## config.mk

```make
export PLATFORM = sky130hd
export DESIGN_NAME = weighted_tardiness_order_search_core
export DESIGN_NICKNAME = d
export VERILOG_FILES = /design/src/wtos_pkg.sv /design/src/wtos_datapath.sv /design/src/wtos_ctrl.sv /design/src/weighted_tardiness_order_search_core.sv
export SDC_FILE = /design/constraint.sdc
export NUM_CORES = 2
export LEC_CHECK = 0
export BUFFER_PORTS_ARGS = -buffer_cell sky130_fd_sc_hd__buf_2
export CORE_MARGIN = 5
export CORE_UTILIZATION = 50
export DETAILED_ROUTE_END_ITERATION = 12
export PLACE_DENSITY_LB_ADDON = 0.3
export SLEW_MARGIN = 10
export SYNTH_ARGS = -nofsm -noshare
export SYNTH_HDL_FRONTEND = slang
export SYNTH_SLANG_ARGS = --single-unit
```

## constraint.sdc

```tcl
create_clock -name clk -period 17.1 [get_ports clk]
set_clock_uncertainty 0.05 [all_clocks]
set_input_delay 2.565 -clock clk [delete_from_list [all_inputs] [get_ports clk]]
set_output_delay 2.565 -clock clk [all_outputs]
set_load 0.05 [all_outputs]
```

## src/wtos_pkg.sv

```systemverilog
// ----------------------------------------------------------------------------
// wtos_pkg
// Shared types and constants for the weighted tardiness order search core.
// ----------------------------------------------------------------------------
package wtos_pkg;

  localparam int LEN_W = 16;
  localparam int DL_W  = 20;
  localparam int WT_W  = 16;
  localparam int LIM_W = 31;
  localparam int TIME_W = 21;
  localparam int PEN_W = 42;
  localparam int ID_W  = 5;
  localparam int ST_W  = 2;

  localparam logic [ST_W-1:0] ST_FOUND    = 2'd0;
  localparam logic [ST_W-1:0] ST_NONE     = 2'd1;
  localparam logic [ST_W-1:0] ST_OVERFLOW = 2'd2;

  // controller to datapath commands
  typedef struct packed {
    logic load;      // store the incoming job
    logic clr_load;  // end of run: clear count and overflow
    logic start;     // reset search position
    logic step;      // one search step (place or retreat)
    logic add_pen;   // add the registered lateness penalty of the placed job
    logic out_rst;   // reset output index
    logic out_adv;   // move to next output position
  } wtos_cmd_t;

  // datapath to controller status
  typedef struct packed {
    logic overflow;  // set if a job beyond capacity arrived (or arriving now)
    logic found;     // search reached full depth within the penalty limit
    logic failed;    // search retreated from level zero
    logic can_place; // the next step places a job
    logic out_done;  // current output position is the final one
  } wtos_stat_t;

endpackage

```

## src/wtos_datapath.sv

```systemverilog
// ----------------------------------------------------------------------------
// wtos_datapath
// Job storage, search stack and the per-step place/retreat arithmetic.
// ----------------------------------------------------------------------------
module wtos_datapath #(
  parameter int MAX_JOBS = 16
) (
  input  logic                          clk,
  input  logic                          rst,
  input  logic [wtos_pkg::LIM_W-1:0]    tax_limit,
  input  logic [wtos_pkg::LEN_W-1:0]    job_length,
  input  logic [wtos_pkg::DL_W-1:0]     job_deadline,
  input  logic [wtos_pkg::WT_W-1:0]     job_weight,
  input  wtos_pkg::wtos_cmd_t           cmd,
  output wtos_pkg::wtos_stat_t          stat,
  output logic [wtos_pkg::ID_W-1:0]     out_id
);
  import wtos_pkg::*;

  localparam int IW = (MAX_JOBS > 1) ? $clog2(MAX_JOBS) : 1;
  localparam int CW = $clog2(MAX_JOBS + 1);
  localparam int MW = TIME_W + WT_W;

  // job stores
  logic [LEN_W-1:0] length_store   [MAX_JOBS];
  logic [DL_W-1:0]  deadline_store [MAX_JOBS];
  logic [WT_W-1:0]  weight_store   [MAX_JOBS];

  // search stack
  logic [IW-1:0]     chosen_order   [MAX_JOBS];
  logic [TIME_W-1:0] saved_time     [MAX_JOBS];
  logic [PEN_W-1:0]  saved_penalty  [MAX_JOBS];
  logic [CW-1:0]     next_candidate [MAX_JOBS];

  logic [CW-1:0]     job_count;
  logic              overflow_flag;
  logic [MAX_JOBS-1:0] used_mask;
  logic [CW-1:0]     search_level;
  logic [TIME_W-1:0] elapsed_time;
  logic [PEN_W-1:0]  penalty_sum;
  logic [CW-1:0]     out_idx;

  // first free candidate at or above the current level's start point
  logic [CW-1:0] cand_start;
  logic [CW-1:0] cand;
  logic          cand_ok;
  logic [IW-1:0] lvl_i;
  logic [IW-1:0] cand_i;
  logic [IW-1:0] prev_i;

  assign lvl_i  = search_level[IW-1:0];
  assign cand_start = (search_level < job_count) ? next_candidate[lvl_i] : '0;

  always_comb begin
    cand    = job_count;
    cand_ok = 1'b0;
    for (int i = MAX_JOBS - 1; i >= 0; i--) begin
      if (CW'(i) >= cand_start && CW'(i) < job_count && !used_mask[i]) begin
        cand    = CW'(i);
        cand_ok = 1'b1;
      end
    end
  end

  assign cand_i = cand[IW-1:0];
  assign prev_i = IW'(search_level - 1'b1);

  // placing a job: new time and lateness
  logic [TIME_W-1:0] new_time;
  logic [TIME_W-1:0] late;
  assign new_time = elapsed_time + TIME_W'(length_store[cand_i]);
  assign late = (new_time > TIME_W'(deadline_store[cand_i]))
                ? new_time - TIME_W'(deadline_store[cand_i]) : '0;

  // lateness and weight held for the penalty cycle
  logic [TIME_W-1:0] late_q;
  logic [WT_W-1:0]   wt_q;
  logic [MW-1:0]     late_pen;
  assign late_pen = MW'(late_q) * MW'(wt_q);

  logic over_limit;
  logic at_full;
  logic can_place;
  assign over_limit = penalty_sum > PEN_W'(tax_limit);
  assign at_full    = search_level >= job_count;
  assign can_place  = !over_limit && !at_full && cand_ok;

  assign stat.overflow  = overflow_flag || (job_count >= CW'(MAX_JOBS));
  assign stat.found     = !over_limit && at_full;
  assign stat.failed    = (over_limit || (!at_full && !cand_ok)) && search_level == '0;
  assign stat.can_place = can_place;
  assign stat.out_done  = (out_idx + 1'b1) >= job_count;
  assign out_id         = ID_W'(chosen_order[out_idx[IW-1:0]]) + ID_W'(1);

  // load path and counters
  always_ff @(posedge clk) begin
    if (rst) begin
      job_count     <= '0;
      overflow_flag <= 1'b0;
    end else if (cmd.clr_load) begin
      job_count     <= '0;
      overflow_flag <= 1'b0;
    end else if (cmd.load) begin
      if (job_count < CW'(MAX_JOBS)) job_count <= job_count + 1'b1;
      else overflow_flag <= 1'b1;
    end
  end

  always_ff @(posedge clk) begin
    if (cmd.load && job_count < CW'(MAX_JOBS)) begin
      length_store[job_count[IW-1:0]]   <= job_length;
      deadline_store[job_count[IW-1:0]] <= job_deadline;
      weight_store[job_count[IW-1:0]]   <= job_weight;
    end
  end

  // search position
  always_ff @(posedge clk) begin
    if (rst) begin
      search_level <= '0;
      elapsed_time <= '0;
      penalty_sum  <= '0;
      used_mask    <= '0;
    end else if (cmd.start) begin
      search_level <= '0;
      elapsed_time <= '0;
      penalty_sum  <= '0;
      used_mask    <= '0;
    end else if (cmd.step) begin
      if (can_place) begin
        used_mask[cand_i] <= 1'b1;
        elapsed_time      <= new_time;
        search_level      <= search_level + 1'b1;
      end else if (search_level != '0) begin
        search_level              <= search_level - 1'b1;
        used_mask[chosen_order[prev_i]] <= 1'b0;
        elapsed_time              <= saved_time[prev_i];
        penalty_sum               <= saved_penalty[prev_i];
      end
    end else if (cmd.add_pen) begin
      penalty_sum <= penalty_sum + PEN_W'(late_pen);
    end
  end

  // lateness capture on a place step
  always_ff @(posedge clk) begin
    if (cmd.step && can_place) begin
      late_q <= late;
      wt_q   <= weight_store[cand_i];
    end
  end

  // stack writes
  always_ff @(posedge clk) begin
    if (cmd.start) begin
      next_candidate[0] <= '0;
    end else if (cmd.step && can_place) begin
      next_candidate[lvl_i] <= cand + 1'b1;
      saved_time[lvl_i]     <= elapsed_time;
      saved_penalty[lvl_i]  <= penalty_sum;
      chosen_order[lvl_i]   <= cand_i;
      if (search_level + 1'b1 < CW'(MAX_JOBS))
        next_candidate[IW'(search_level + 1'b1)] <= '0;
    end
  end

  // output position
  always_ff @(posedge clk) begin
    if (rst || cmd.out_rst) out_idx <= '0;
    else if (cmd.out_adv)   out_idx <= out_idx + 1'b1;
  end

endmodule

```

## src/wtos_ctrl.sv

```systemverilog
// ----------------------------------------------------------------------------
// wtos_ctrl
// Controller: load, search, and result emission sequencing.
// ----------------------------------------------------------------------------
module wtos_ctrl (
  input  logic                 clk,
  input  logic                 rst,
  input  logic                 in_valid,
  output logic                 in_stall,
  input  logic                 last_job,
  output logic                 out_valid,
  input  logic                 out_stall,
  output logic [wtos_pkg::ST_W-1:0] out_status,
  output logic                 out_last,
  output logic                 out_use_id,
  output wtos_pkg::wtos_cmd_t  cmd,
  input  wtos_pkg::wtos_stat_t stat
);
  import wtos_pkg::*;

  localparam logic [2:0] S_LOAD    = 3'd0;
  localparam logic [2:0] S_SEARCH  = 3'd1;
  localparam logic [2:0] S_EMIT    = 3'd2;
  localparam logic [2:0] S_SINGLE  = 3'd3;
  localparam logic [2:0] S_PENALTY = 3'd4;

  logic [2:0] state, state_next;
  logic [ST_W-1:0] code, code_next;
  logic in_acc, out_acc;

  assign in_stall = (state != S_LOAD);
  assign in_acc   = in_valid && !in_stall;
  assign out_valid = (state == S_EMIT) || (state == S_SINGLE);
  assign out_acc  = out_valid && !out_stall;
  assign out_status = (state == S_EMIT) ? ST_FOUND : code;
  assign out_last   = (state == S_SINGLE) || stat.out_done;
  assign out_use_id = (state == S_EMIT);

  // next state and commands
  always_comb begin
    state_next = state;
    code_next  = code;
    cmd        = '0;
    unique case (state)
      S_LOAD: begin
        if (in_acc) begin
          cmd.load = 1'b1;
          if (last_job) begin
            cmd.start = 1'b1;
            if (stat.overflow) begin
              code_next  = ST_OVERFLOW;
              state_next = S_SINGLE;
            end else begin
              state_next = S_SEARCH;
            end
          end
        end
      end
      S_SEARCH: begin
        if (stat.found) begin
          cmd.out_rst = 1'b1;
          state_next  = S_EMIT;
        end else if (stat.failed) begin
          code_next  = ST_NONE;
          state_next = S_SINGLE;
        end else begin
          cmd.step = 1'b1;
          if (stat.can_place) state_next = S_PENALTY;
        end
      end
      S_PENALTY: begin
        cmd.add_pen = 1'b1;
        state_next  = S_SEARCH;
      end
      S_EMIT: begin
        if (out_acc) begin
          cmd.out_adv = 1'b1;
          if (stat.out_done) begin
            cmd.clr_load = 1'b1;
            state_next   = S_LOAD;
          end
        end
      end
      S_SINGLE: begin
        if (out_acc) begin
          cmd.clr_load = 1'b1;
          state_next   = S_LOAD;
        end
      end
      default: state_next = S_LOAD;
    endcase
  end

  always_ff @(posedge clk) begin
    if (rst) begin
      state <= S_LOAD;
      code  <= ST_FOUND;
    end else begin
      state <= state_next;
      code  <= code_next;
    end
  end

endmodule

```

## src/weighted_tardiness_order_search_core.sv

```systemverilog
// sequencing: jobs load one per cycle while the input is open; after the last
// job the search places a job and adds its penalty, or retreats, until it
// sees the end, then emits the results (one per job, or one status result)
// throughput: one run at a time; input stalls from last job until final result
// reset: synchronous active high, clears counts, search state and sets limit 1
// ----------------------------------------------------------------------------
// weighted_tardiness_order_search_core
// Loads jobs and searches for the first job order within the penalty limit.
// ----------------------------------------------------------------------------
module weighted_tardiness_order_search_core #(
  parameter int MAX_JOBS = 16
) (
  input  logic                          clk,
  input  logic                          rst,
  input  logic                          cfg_we,
  input  logic [wtos_pkg::LIM_W-1:0]    cfg_wdata,
  input  logic                          in_valid,
  output logic                          in_stall,
  input  logic [wtos_pkg::LEN_W-1:0]    job_length,
  input  logic [wtos_pkg::DL_W-1:0]     job_deadline,
  input  logic [wtos_pkg::WT_W-1:0]     job_weight,
  input  logic                          last_job,
  output logic                          out_valid,
  input  logic                          out_stall,
  output logic [wtos_pkg::ST_W-1:0]     status,
  output logic [wtos_pkg::ID_W-1:0]     job_id,
  output logic                          last
);
  import wtos_pkg::*;

  logic [LIM_W-1:0] tax_limit;
  wtos_cmd_t  cmd;
  wtos_stat_t stat;
  logic [ID_W-1:0] dp_id;
  logic use_id;

  // penalty limit register
  always_ff @(posedge clk) begin
    if (rst) tax_limit <= LIM_W'(1);
    else if (cfg_we) tax_limit <= cfg_wdata;
  end

  wtos_ctrl u_ctrl (
    .clk, .rst, .in_valid, .in_stall, .last_job, .out_valid, .out_stall,
    .out_status(status), .out_last(last), .out_use_id(use_id), .cmd, .stat
  );

  wtos_datapath #(.MAX_JOBS(MAX_JOBS)) u_dp (
    .clk, .rst, .tax_limit, .job_length, .job_deadline, .job_weight,
    .cmd, .stat, .out_id(dp_id)
  );

  assign job_id = use_id ? dp_id : '0;

endmodule

```

==> results.md <==
- Pwr dens: 124.3 nW/um^2
- Synth area leaders: edfxtp_1 58%, mux4_2 8.9%, fa_1 6.0%
- Final Power: approximately 14 mW
- Clock Pin Slew Worst Setup and Hold Paths: roughly 0.06 ns
- Worst Setup End Kind: register
- Postcts setup bufs: 0
- Worst Setup Start Kind: register
- Reg2reg start: u_dp.job_count[2]$_SDFFE_PP0P_
- #FFs+latches synth: approximately 2200
- Initial antenna violation count: 24
- Initial Util: between 50% and 60%
- Post-CTS Resized: 0
- Grt total ovfl: 0
- Post-synthesis async set-or-reset flop share: 0%
- Critical path's most frequent cell: a21o_1
- Clock root buffer: clkbuf_16
- Post-synth top area share: 58.05%
- Slew headroom: between 10% and 20%
- Primary FF master, synth: edfxtp_1
- Arr. time, crit path: between 10 and 15 ns
- Worst setup margin: 5.483 ns
- Rows: 164
- Worst hold stages: 2
- CTS tree: yes
- Via density: approximately 6.0
- Port Buf Inserts: about 100
- Die ar.: between 200000 and 250000 sq um
- Post-Syn Area: between 100000 and 150000 sq um
- Slowest cell on crit path: dfxtp_1
- P_leak: approximately 39 nW
- Fin Hold WS: 0.4262 ns
- Hold EP: u_dp.overflow_flag$_SDFFE_PP0P_
- First-pass GRT wire length: 376800 microns
- Top-count cell post-synth: edfxtp_1
- Period utilization: just under 70%
- Worst Max-Slew Pin Slew: roughly 1.3 ns
- Core Box Area: around 200000 sq um
- Routed length per placed instance: approximately 26 microns
- Avg Cell Area, Syn: between 15 and 20 sq um
- Number of fillers in the final layout: ~15000
- Worst Hold Class: reg2reg
- Setup violators final: 0
- CP max stage delay: 0.74 ns
- Final WL: ~250000 microns
- DRC: 0
- Pin count of the biggest net entering global routing: around 150
- Die X: between 400 and 500 microns
- Setup WS pre-CTS: around 5.8 ns
- Fin area: roughly 110000 sq um
- Hold-fix buffers, CTS: 0
- Share of cells above drive strength 1: 15.14%
- Fin. Hold Viols: 0
- Number of distinct library cells after synthesis: 98
- GPL Wtd Cong: 0.9078
- Worst Path Required: around 18 ns
- CP Class: reg2reg
- YS warnings: 0
- Synth cell count leaders: 1941 x edfxtp_1, 744 x nand2_1, 455 x inv_1
- R2R setup slack: ~5.5 ns
- Synth-to-layout area growth: 10.84%
- Critical path peak fanout: around 80
- Max Root-Sink Buffers: 3
- Crit. Startpoint: u_dp.job_count[2]$_SDFFE_PP0P_
- Mapped Cells: between 6000 and 7000
- RSZ-0062 raised after global routing: no
- Min Tclk post-route: roughly 12 ns
- Largest area contributor in the netlist: edfxtp_1
- Max Slew Vio Count: 0
- Layout net count: ~7300
- Hold Crit Start: u_dp.overflow_flag$_SDFFE_PP0P_
- Max-Cap Viols: 0
- Ports: slightly below 100
- Register area share after synthesis: 62.42%
- Inserted Clock Buffers: between 200 and 250
- First-pass DRT Iterations: 6
- Worst R2R End: u_dp.late_q[5]$_SDFFCE_PP0P_
- Area post-placement: 104000 sq um
- Number of flops mapped to enable cells by yosys: slightly below 2000
- Cells on worst reg2reg path: 40
- Via count: 57787
- ANT nets after route: 0
- Skew-Pair Late Insertion Delay: roughly 0.87 ns
- Maximum vdd ir drop: 0.0001231 V
- Die Ht: around 460 microns
- Clk sinks: 2160
- Fmax: around 86 MHz
- 1st-iter DRT viols: about 6000
- Final setup TNS: 0 ns
- GRT Resource Usage Total: between 20% and 30%
- Vias in the first global route: 58734
- Dpl hpwl: roughly 150000 microns
- Synth Net Count: a little over 7000
- Outcome: finished, final reports clean
- H-tree depth: 4
## routing by layer
layer | track usage (%) | wire length (microns) | up-vias | share of wire, %
li1 | - | - | 25127 | -
met1 | 32.62 | 103700 | 29826 | 41
met2 | 39.62 | 122800 | 2387 | 49
met3 | 4.086 | 18110 | 435 | 7.2
met4 | 6.654 | 6873 | 12 | 2.7
met5 | 0 | 67 | - | 0.027
## area by class of cell
cell class / count / area (sq um) / area share (%)
Antenna cell: 11 / 27.53 / 0.02473
Multi-Input combinational cell: 3702 / 34850 / 31.32
Clock inverter: 133 / 1568 / 1.409
Sequential cell: 2160 / 62680 / 56.32
Clock buffer: 270 / 5665 / 5.091
Inverter: 459 / 1729 / 1.554
Tap cell: 2656 / 3323 / 2.986
Timing Repair Buffer: 217 / 1446 / 1.300
## power by group
part	internal, mW	total, mW	switching [mW]
Sequential	5.80	5.85	0.0481
Combinational	1.22	3.19	1.97
Clock	2.76	4.79	2.03
Total	9.78	13.8	4.05
## placed cells by master (no fill, tap or decap), types with 104 or more instances in the layout
cell type,netlist,final
a211oi_1,109,108
a21oi_1,104,104
and2_1,162,158
and3_1,108,104
buf_4,6,114
clkbuf_16,0,214
dfxtp_1,219,217
edfxtp_1,1941,1941
fa_1,303,303
ha_1,204,203
inv_1,455,453
mux2i_1,342,342
mux4_2,395,395
nand2_1,744,744
nor2_1,329,306
o21ai_0,113,113
## worst max path at each step
stage / endpoint / slack, ns
5_1_grt: u_dp.late_q[5]$_SDFFCE_PP0P_ / 4.66
2_1_floorplan: u_dp.late_q[3]$_SDFFCE_PP0P_ / 5.78
6_report: u_dp.late_q[5]$_SDFFCE_PP0P_ / 5.48
3_5_place_dp: u_dp.late_q[13]$_SDFFCE_PP0P_ / 5.79
3_3_place_gp: u_dp.late_q[3]$_SDFFCE_PP0P_ / 6.08
4_1_cts: u_dp.late_q[5]$_SDFFCE_PP0P_ / 5.68
## critical path, delay by kind of cell (launching register included)
| kind | cells | cell delay [ns] |
|---|---|---|
| AOI/OAI and AO/OA | 19 | 4.07 |
| adders and majority gates | 3 | 0.96 |
| buffers and inverters | 4 | 1.82 |
| xor gates and xnor gates | 1 | 0.10 |
| DFF | 1 | 0.74 |
| and+or+nand+nor | 13 | 3.48 |
## state kept, by name, summed over array words and instances, names as in the netlist, 16 cells and up, named ones only
| signal | cells |
|---|---|
| u_dp.saved_penalty | 672 |
| u_dp.saved_time | 336 |
| u_dp.deadline_store | 320 |
| u_dp.length_store | 256 |
| u_dp.weight_store | 256 |
| u_dp.next_candidate | 80 |
| u_dp.chosen_order | 64 |
| u_dp.penalty_sum | 42 |
| tax_limit | 31 |
| u_dp.elapsed_time | 21 |
| u_dp.late_q | 21 |
| u_dp.used_mask | 16 |
| u_dp.wt_q | 16 |
## cell families (layout without fill, tap and decap cells)
kind of cell	count (synthesis)	count (layout)	synth area share, %
AO/OA/AOI/OAI	702	702	5.102
XOR/XNOR	85	85	0.7415
adder cells (fa/ha/maj)	509	509	8.605
buffers and inverters	814	1079	3.163
flip-flops	2160	2160	62.42
multiplexers	756	756	12.48
other	0	11	0
AND/OR/NAND/NOR	1650	1650	7.487
## metrics by stage
| stage | instances | utilization, % |
|---|---|---|
| after global routing | 9598 | 55.67 |
| after detailed placement | 9193 | 52.04 |
| after global placement | 9193 | 52.04 |
| final | 9608 | 55.68 |
| after CTS | 9596 | 55.66 |
| after floorplan | 6676 | - |
Note: power is estimated with default switching activity, not from simulation.
